$ cat config.mk
export PLATFORM = sky130hd
export DESIGN_NAME = sd_card_spi_init_sequencer
export DESIGN_NICKNAME = d
export VERILOG_FILES = /design/src/hdl/sdinit_pkg.sv /design/src/hdl/sd_card_spi_init_sequencer.sv
export SDC_FILE = /design/constraint.sdc
export NUM_CORES = 1
export LEC_CHECK = 0
export BUFFER_PORTS_ARGS = -buffer_cell sky130_fd_sc_hd__buf_2
export CAP_MARGIN = 20
export CORE_ASPECT_RATIO = 0.7
export CORE_MARGIN = 5
export CORE_UTILIZATION = 30
export DETAILED_ROUTE_END_ITERATION = 8
export PLACE_DENSITY = 0.48
export SYNTH_ARGS = -nofsm -noshare
export SYNTH_HDL_FRONTEND = slang
export SYNTH_SLANG_ARGS = --single-unit
$ cat constraint.sdc
create_clock -name clk -period 3.9 [get_ports clk]
set_clock_uncertainty 0.15 [all_clocks]
set_input_delay 0.39 -clock clk [delete_from_list [all_inputs] [get_ports clk]]
set_output_delay 0.39 -clock clk [all_outputs]
set_load 0.1 [all_outputs]
$ cat src/hdl/sdinit_pkg.sv
// ----------------------------------------------------------------------------
// sdinit_pkg
// Types, codes and command framing for the SD card SPI-mode start-up
// sequencer.
// ----------------------------------------------------------------------------
package sdinit_pkg;

  localparam int CfgDataWidth = 10;
  localparam int CfgIdxWidth  = 2;

  localparam logic [CfgIdxWidth-1:0] REG_WAKE_BYTES    = 2'd0;
  localparam logic [CfgIdxWidth-1:0] REG_POLL_LIMIT    = 2'd1;
  localparam logic [CfgIdxWidth-1:0] REG_INIT_ATTEMPTS = 2'd2;

  localparam logic FUNC_START = 1'b0;
  localparam logic FUNC_XFER  = 1'b1;

  localparam logic [7:0] WAKE_BYTES_RST    = 8'd10;
  localparam logic [7:0] POLL_LIMIT_RST    = 8'd8;
  localparam logic [9:0] INIT_ATTEMPTS_RST = 10'd200;

  localparam logic [7:0]  IDLE_BYTE   = 8'hff;
  localparam logic [7:0]  CMD_PREFIX  = 8'h40;
  localparam logic [7:0]  CRC_CMD0    = 8'h95;
  localparam logic [7:0]  CRC_CMD8    = 8'h87;
  localparam logic [31:0] ARG_CMD8    = 32'h0000_01aa;
  localparam logic [31:0] ARG_HCS     = 32'h4000_0000;
  localparam logic [7:0]  R1_IDLE     = 8'h01;
  localparam logic [7:0]  R1_READY    = 8'h00;
  localparam logic [7:0]  FRAME_CRC_IDX = 8'd5;
  localparam logic [7:0]  DATA_BYTES  = 8'd4;

  typedef enum logic [2:0] {
    ST_OK         = 3'd0,
    ST_CMD0_IDLE  = 3'd1,
    ST_CMD8_BAD   = 3'd2,
    ST_CMD8_IDLE  = 3'd3,
    ST_ECHO       = 3'd4,
    ST_CMD55_BAD  = 3'd5,
    ST_ACMD41_BAD = 3'd6,
    ST_NEVER_RDY  = 3'd7
  } status_t;

  typedef enum logic [2:0] {
    CMD_GO  = 3'd0,
    CMD_IF  = 3'd1,
    CMD_APP = 3'd2,
    CMD_OP  = 3'd3,
    CMD_OCR = 3'd4
  } cmd_t;

  typedef enum logic [2:0] {
    PH_IDLE = 3'd0,
    PH_WAKE = 3'd1,
    PH_SEND = 3'd2,
    PH_POLL = 3'd3,
    PH_DATA = 3'd4,
    PH_TAIL = 3'd5
  } phase_t;

  typedef struct packed {
    logic       func;
    logic [7:0] rx_byte;
  } in_word_t;

  typedef struct packed {
    logic       tx_valid;
    logic [7:0] tx_byte;
    logic       chip_select;
    logic       done_res;
    logic [2:0] status;
    logic       sd_v2;
    logic       high_capacity;
    logic [7:0] fail_resp;
    logic       timed_out;
  } out_word_t;

  function automatic logic [7:0] frame_byte(cmd_t c, logic [2:0] idx, logic v2);
    logic [31:0] arg;
    logic [7:0]  crc;
    logic [7:0]  num;
    logic [7:0]  b;
    arg = '0;
    crc = '0;
    case (c)
      CMD_GO:  begin num = 8'd0;  crc = CRC_CMD0; end
      CMD_IF:  begin num = 8'd8;  arg = ARG_CMD8; crc = CRC_CMD8; end
      CMD_APP: num = 8'd55;
      CMD_OP:  begin num = 8'd41; if (v2) arg = ARG_HCS; end
      CMD_OCR: num = 8'd58;
      default: num = 8'd0;
    endcase
    case (idx)
      3'd0:    b = CMD_PREFIX | num;
      3'd1:    b = arg[31:24];
      3'd2:    b = arg[23:16];
      3'd3:    b = arg[15:8];
      3'd4:    b = arg[7:0];
      default: b = crc;
    endcase
    return b;
  endfunction

endpackage

$ cat src/hdl/sd_card_spi_init_sequencer.sv
// ----------------------------------------------------------------------------
// sd_card_spi_init_sequencer
// SD card SPI-mode start-up: wake bytes, CMD0, CMD8, CMD55/ACMD41 rounds and
// CMD58, one SPI byte exchange per input word.
// ----------------------------------------------------------------------------
// Each input word is either a start request or the report of one finished
// SPI byte exchange; the block answers with the next byte to send and its
// chip-select level, or with a final word carrying done, status, version,
// CCS and the failing response. An exchange word that arrives while no
// sequence runs is dropped without an answer. The decision logic sits
// between the input handshake and a single result register, so each answer
// is registered and a new word is accepted each cycle as long as answers
// are taken; while an answer waits in the result register for out_ready,
// in_ready stays low. Register writes take effect on the next word.
module sd_card_spi_init_sequencer (
  input  logic                              clk,
  input  logic                              rst,
  input  logic                              in_valid,
  output logic                              in_ready,
  input  sdinit_pkg::in_word_t              in_word,
  output logic                              out_valid,
  input  logic                              out_ready,
  output sdinit_pkg::out_word_t             out_word,
  input  logic                              cfg_wr_en,
  input  logic [sdinit_pkg::CfgIdxWidth-1:0]  cfg_index,
  input  logic [sdinit_pkg::CfgDataWidth-1:0] cfg_data
);
  import sdinit_pkg::*;

  logic [7:0]  wake_bytes;
  logic [7:0]  poll_limit;
  logic [9:0]  init_attempts;

  phase_t      phase, phase_next;
  cmd_t        cmd, cmd_next;
  logic [7:0]  byte_count, byte_count_next;
  logic [7:0]  poll_count, poll_count_next;
  logic [9:0]  attempt_count, attempt_count_next;
  logic        version_two, version_two_next;
  logic        timeout_flag, timeout_flag_next;
  logic [7:0]  response_hold, response_hold_next;
  logic [31:0] reply_word, reply_word_next;

  logic        fire;
  logic        has_res;
  out_word_t   res;

  logic [7:0]  byte_inc;
  logic [7:0]  poll_base;
  logic        poll_open, poll_found, poll_wait, in_poll;
  logic        has_data, send_more, wake_more, data_last;

  logic        fin_done;
  status_t     fin_status;
  cmd_t        fin_cmd;
  logic        fin_v2;
  logic [9:0]  fin_att;
  logic        fin_ok;

  assign fire     = in_valid && in_ready;
  assign in_ready = !out_valid || out_ready;

  // config registers
  always_ff @(posedge clk) begin
    if (rst) begin
      wake_bytes    <= WAKE_BYTES_RST;
      poll_limit    <= POLL_LIMIT_RST;
      init_attempts <= INIT_ATTEMPTS_RST;
    end else if (cfg_wr_en) begin
      case (cfg_index)
        REG_WAKE_BYTES:    wake_bytes    <= cfg_data[7:0];
        REG_POLL_LIMIT:    poll_limit    <= cfg_data[7:0];
        REG_INIT_ATTEMPTS: init_attempts <= cfg_data[9:0];
        default: ;
      endcase
    end
  end

  // shared decisions
  always_comb begin
    byte_inc   = byte_count + 8'd1;
    poll_base  = (phase == PH_SEND) ? 8'd0 : poll_count;
    poll_open  = poll_base < poll_limit;
    poll_found = poll_open && !in_word.rx_byte[7];
    poll_wait  = poll_open && !poll_found;
    send_more  = byte_count < FRAME_CRC_IDX;
    in_poll    = ((phase == PH_SEND) && !send_more) || (phase == PH_POLL);
    has_data   = (cmd == CMD_IF) || (cmd == CMD_OCR);
    wake_more  = byte_count < wake_bytes;
    data_last  = byte_inc >= DATA_BYTES;
  end

  // end-of-command decode
  always_comb begin
    fin_done   = 1'b0;
    fin_status = ST_OK;
    fin_cmd    = cmd;
    fin_v2     = version_two;
    fin_att    = attempt_count;
    case (cmd)
      CMD_GO: begin
        if (timeout_flag || response_hold != R1_IDLE) begin
          fin_done   = 1'b1;
          fin_status = ST_CMD0_IDLE;
        end else begin
          fin_cmd = CMD_IF;
        end
      end
      CMD_IF: begin
        fin_cmd = CMD_APP;
        fin_att = '0;
        if (timeout_flag) begin
          fin_done   = 1'b1;
          fin_status = ST_CMD8_BAD;
        end else if (response_hold[2]) begin
          fin_v2 = 1'b0;
        end else if (response_hold[7:1] == 7'd0) begin
          fin_v2 = 1'b1;
          if (response_hold != R1_IDLE) begin
            fin_done   = 1'b1;
            fin_status = ST_CMD8_IDLE;
          end else if (reply_word[15:0] != ARG_CMD8[15:0]) begin
            fin_done   = 1'b1;
            fin_status = ST_ECHO;
          end
        end else begin
          fin_done   = 1'b1;
          fin_status = ST_CMD8_BAD;
        end
      end
      CMD_APP: begin
        if (timeout_flag || response_hold != R1_IDLE) begin
          fin_done   = 1'b1;
          fin_status = ST_CMD55_BAD;
        end else begin
          fin_cmd = CMD_OP;
        end
      end
      CMD_OP: begin
        if (!timeout_flag && response_hold == R1_IDLE) begin
          fin_att = attempt_count + 10'd1;
          if (fin_att < init_attempts) begin
            fin_cmd = CMD_APP;
          end else begin
            fin_done   = 1'b1;
            fin_status = ST_NEVER_RDY;
          end
        end else if (!timeout_flag && response_hold == R1_READY) begin
          fin_cmd = CMD_OCR;
        end else begin
          fin_done   = 1'b1;
          fin_status = ST_ACMD41_BAD;
        end
      end
      default: begin
        fin_done   = 1'b1;
        fin_status = ST_OK;
      end
    endcase
    fin_ok = (fin_status == ST_OK);
  end

  // next state
  always_comb begin
    phase_next = phase;
    cmd_next   = cmd;
    if (fire) begin
      if (in_word.func == FUNC_START) begin
        phase_next = PH_WAKE;
      end else begin
        case (phase)
          PH_IDLE: phase_next = PH_IDLE;
          PH_WAKE: begin
            if (!wake_more) begin
              phase_next = PH_SEND;
              cmd_next   = CMD_GO;
            end
          end
          PH_SEND, PH_POLL: begin
            if (in_poll) begin
              if (poll_wait)     phase_next = PH_POLL;
              else if (has_data) phase_next = PH_DATA;
              else               phase_next = PH_TAIL;
            end
          end
          PH_DATA: begin
            if (data_last) phase_next = PH_TAIL;
          end
          PH_TAIL: begin
            if (fin_done) begin
              phase_next = PH_IDLE;
            end else begin
              phase_next = PH_SEND;
              cmd_next   = fin_cmd;
            end
          end
          default: phase_next = PH_IDLE;
        endcase
      end
    end
  end

  // result word and datapath
  always_comb begin
    has_res             = 1'b0;
    res                 = '0;
    byte_count_next     = byte_count;
    poll_count_next     = poll_count;
    attempt_count_next  = attempt_count;
    version_two_next    = version_two;
    timeout_flag_next   = timeout_flag;
    response_hold_next  = response_hold;
    reply_word_next     = reply_word;
    if (fire) begin
      if (in_word.func == FUNC_START) begin
        attempt_count_next = '0;
        poll_count_next    = '0;
        version_two_next   = 1'b0;
        timeout_flag_next  = 1'b0;
        response_hold_next = '0;
        reply_word_next    = '0;
        byte_count_next    = 8'd1;
        has_res            = 1'b1;
        res.tx_valid       = 1'b1;
        res.tx_byte        = IDLE_BYTE;
        res.chip_select    = 1'b1;
      end else begin
        case (phase)
          PH_WAKE: begin
            has_res      = 1'b1;
            res.tx_valid = 1'b1;
            if (wake_more) begin
              byte_count_next = byte_inc;
              res.tx_byte     = IDLE_BYTE;
              res.chip_select = 1'b1;
            end else begin
              byte_count_next = '0;
              res.tx_byte     = frame_byte(CMD_GO, 3'd0, version_two);
            end
          end
          PH_SEND, PH_POLL: begin
            has_res      = 1'b1;
            res.tx_valid = 1'b1;
            if (!in_poll) begin
              byte_count_next = byte_inc;
              res.tx_byte     = frame_byte(cmd, byte_inc[2:0], version_two);
            end else begin
              res.tx_byte = IDLE_BYTE;
              if (poll_wait) begin
                poll_count_next = poll_base + 8'd1;
              end else begin
                poll_count_next    = poll_base;
                response_hold_next = in_word.rx_byte;
                timeout_flag_next  = !poll_found;
                if (has_data) begin
                  byte_count_next = '0;
                  reply_word_next = '0;
                end
              end
            end
          end
          PH_DATA: begin
            reply_word_next = {reply_word[23:0], in_word.rx_byte};
            byte_count_next = byte_inc;
            has_res         = 1'b1;
            res.tx_valid    = 1'b1;
            res.tx_byte     = IDLE_BYTE;
          end
          PH_TAIL: begin
            has_res            = 1'b1;
            version_two_next   = fin_v2;
            attempt_count_next = fin_att;
            if (fin_done) begin
              res.chip_select   = 1'b1;
              res.done_res      = 1'b1;
              res.status        = fin_status;
              res.sd_v2         = fin_v2;
              res.high_capacity = fin_ok && (reply_word[31:30] == 2'b11);
              res.fail_resp     = fin_ok ? 8'd0 : response_hold;
              res.timed_out     = !fin_ok && timeout_flag;
            end else begin
              byte_count_next = '0;
              res.tx_valid    = 1'b1;
              res.tx_byte     = frame_byte(fin_cmd, 3'd0, fin_v2);
            end
          end
          default: has_res = 1'b0;
        endcase
      end
    end
  end

  always_ff @(posedge clk) begin
    if (rst) begin
      phase         <= PH_IDLE;
      cmd           <= CMD_GO;
      byte_count    <= '0;
      poll_count    <= '0;
      attempt_count <= '0;
      version_two   <= 1'b0;
      timeout_flag  <= 1'b0;
      response_hold <= '0;
      reply_word    <= '0;
    end else begin
      phase         <= phase_next;
      cmd           <= cmd_next;
      byte_count    <= byte_count_next;
      poll_count    <= poll_count_next;
      attempt_count <= attempt_count_next;
      version_two   <= version_two_next;
      timeout_flag  <= timeout_flag_next;
      response_hold <= response_hold_next;
      reply_word    <= reply_word_next;
    end
  end

  // result register
  always_ff @(posedge clk) begin
    if (rst) begin
      out_valid <= 1'b0;
    end else begin
      if (out_ready) out_valid <= 1'b0;
      if (fire && has_res) out_valid <= 1'b1;
    end
  end

  always_ff @(posedge clk) begin
    if (fire && has_res) out_word <= res;
  end

  // a finished sequence always returns to idle
  a_done_idle: assert property (@(posedge clk) disable iff (rst)
    fire && has_res && res.done_res |=> phase == PH_IDLE)
    else $error("done word did not return to idle");

  // chip select high only during wake bytes
  a_cs_wake: assert property (@(posedge clk) disable iff (rst)
    fire && has_res && res.tx_valid && res.chip_select |=> phase == PH_WAKE)
    else $error("chip select high outside wake phase");

  // command frame never runs past its crc byte
  a_frame_len: assert property (@(posedge clk) disable iff (rst)
    phase == PH_SEND |-> byte_count <= FRAME_CRC_IDX)
    else $error("command frame too long");

  // success is only reported after the ocr read
  a_ok_ocr: assert property (@(posedge clk) disable iff (rst)
    fire && has_res && res.done_res && res.status == ST_OK |-> cmd == CMD_OCR)
    else $error("ok status before ocr read");

endmodule

==> flow_summary.json <==
{
  "peakVddDrop_mv": 0.251,
  "first_global_vias": 5449,
  "worstPathMaxFanout": 7,
  "worstPathArrival_ps": 3780,
  "syn_area_per_cell_um2": 8.29,
  "synth-main-ff-cell": "dfxtp_1",
  "place_ws_ps": 204,
  "clkSlewWorstSetupHoldPaths_ps": 60,
  "grt_usage_pct": 15.3,
  "fillers": 2154,
  "leakage_nw": 2.95,
  "r2r_setup_slack_ps": 300,
  "grt_overflow": 0,
  "synth_area_leaders": "dfxtp_1 (28%), edfxtp_1 (12%), ha_1 (6.5%), a21oi_1 (6.1%), nand2_1 (5.2%)",
  "die-area_um2": 24200,
  "first_pass_iters": 5,
  "worst_slack_ps": 304,
  "rsz0062_at_grt": "false",
  "syn_inst": 764,
  "status": "complete, no violations",
  "synth_edf_count": 25,
  "synth_seq_cells": 114,
  "ant_nets": 0,
  "synth_top_cell_area_share_pct": 28.1,
  "htreeDepth": 4,
  "max-cap-violations": 0,
  "setup_viol": 0,
  "num_rows": 44,
  "yosysSeqAreaShare_pct": 40.0,
  "crit_type": "flop to flop",
  "syn-cell-area_um2": 6330,
  "synth_common_cells": "dfxtp_1 (89), nand2_1 (88), a21oi_1 (77)",
  "min_period_over_period_pct": 92.2,
  "clock-sinks": 114,
  "fmax_ghz": 0.278,
  "slew_headroom_pct": 35.0,
  "vias": 5672,
  "insertion_delay_ps": 410,
  "grt_pass1_wl_um": 30200,
  "fin_cells": 1105,
  "slew_violations": 0,
  "cts_buffers": 17,
  "worst_slew_pin_slew_ps": 971,
  "synth_cell_types": 70,
  "antenna_cells": 0,
  "drcViolationCount": 0,
  "cts-root-buf": "clkbuf_16",
  "die_y_um": 132,
  "crit_path_end_kind": "flop",
  "powerDensity_nw_per_um2": 441,
  "hpwl_um": 13300,
  "grt_max_degree": 76,
  "postCtsSetupBuffers": 0,
  "hold_path_class": "input pin to flop",
  "wl_per_cell_um": 16.6,
  "yosysMostFrequentCell": "dfxtp_1",
  "cts_tree": "done",
  "antenna_found_initial": 0,
  "fin_util_pct": 36.9,
  "yosysTopAreaCell": "dfxtp_1",
  "avgViaCountPerCell": 5.13,
  "drt_iter0_markers": 608,
  "start_util_pct": 30.5,
  "startpoint_type": "flop",
  "io_pins": 53,
  "hold_viol_final": 0,
  "core_area_um2": 20800,
  "layout-drive-gt1-share_pct": 15.0,
  "nets": 876,
  "io_buffer_count": 52,
  "gp_congestion": 0.863,
  "crit_required_ps": 4080,
  "syn_nets": 823,
  "postSynth.asyncResetShare_pct": 0,
  "ctsHoldBuffers": 0,
  "dp.cells": 1074,
  "chipWidth_um": 184,
  "fin_hold_ws_ps": 65.4,
  "cts_buffer_depth": 2,
  "area_growth_pct": 21.0,
  "ys_warn_count": 0,
  "period_needed_ps": 3600,
  "tns_ps": 0,
  "drt_wl_total_um": 18400
}
-- flip-flops by register name, indices dropped and copies added, names as in the netlist --
signal and cells:
response_hold 8, wake_bytes 8, out_word 25, out_valid 1, timeout_flag 1, init_attempts 10, poll_count 8, phase 3
attempt_count 10, reply_word 20, cmd 3, byte_count 8, poll_limit 8, version_two 1
-- cell usage in the layout, fill, tap and decap left out, types with 8 or more instances in the layout --
cell	n
a21oi_1	77
a31oi_1	14
and2_1	20
and3_1	9
buf_2	52
buf_4	25
clkbuf_16	20
dfxtp_1	89
edfxtp_1	25
ha_1	33
inv_1	36
mux2i_1	10
nand2_1	88
nand2b_1	8
nand3_1	33
nand3b_1	13
nand4_1	13
nor2_1	64
nor2b_1	8
nor3_1	19
o211ai_1	12
o21ai_0	38
-- per-stage QoR --
stage / total power [mW] / instance area [um^2]
2_1_floorplan: 1.54 / 6330
3_3_place_gp: 1.63 / 6960
3_5_place_dp: 1.63 / 6960
4_1_cts: 3.42 / 7650
5_1_grt: 3.50 / 7660
6_report: 3.38 / 7660
-- layer usage --
metal  GRT usage (%)  vias up  wire, um  part of all wire [%]
li1                -     2875         -                     -
met1            24.1     2622      9730                    53
met2            20.6      156      7350                    40
met3            3.40       19      1050                   5.7
met4            4.05        0       220                   1.2
met5               0        -         0                     0
-- where the power goes --
group	switching [mW]	internal [mW]	leakage (nW)
Clock	0.552	1.22	0.332
Sequential	0.0140	1.24	0.965
Combinational	0.275	0.0776	1.65
Total	0.841	2.54	2.95
-- cells by family (layout without fill, tap and decap cells) --
kind of cell | count (synthesis) | in the layout | share of synthesized area [%]
compound gates | 214 | 214 | 21.6
xor+xnor | 11 | 11 | 1.52
fa+ha+maj | 33 | 33 | 6.52
buf+inv | 80 | 145 | 4.96
flops | 114 | 114 | 40.0
mux | 10 | 10 | 1.58
simple gates | 302 | 302 | 23.8
-- path summary, 6_finish.rpt --
path | to | from | cells after the start
worst max-delay path | byte_count[1] | attempt_count[0] | 12
worst min register to register | reply_word[9] | reply_word[9] | 2
worst min-delay path | init_attempts[8] | cfg_data[8] | 3
worst max register to register | byte_count[1] | attempt_count[0] | 12
-- critical path, stage by stage, from the launching register on --
cell       delay, ps
dfxtp_1          370
ha_1             230
and3_1           240
and3_1           250
nand3_1          110
xnor2_1          250
ha_1             310
and4_1           220
o2111ai_1        180
o211ai_1         210
and3_1           310
or4b_1           540
a21oi_1          140
-- layout make-up --
type	count	area, um^2	area share, %
clock inverters	5	105	1.37
well taps	276	345	4.51
inverters	37	139	1.81
repair buffers	77	448	5.84
multi-input cells	570	3510	45.8
clock buffers	26	583	7.61
flip-flops and latches	114	2530	33.0
-- timing repair --
item                                    in CTS  in global routing
hold endpoints to repair                     0                  0
gates resized for setup                      0                  5
endpoints found under the setup margin       0                 17
Power figures use the tool's default switching activity.
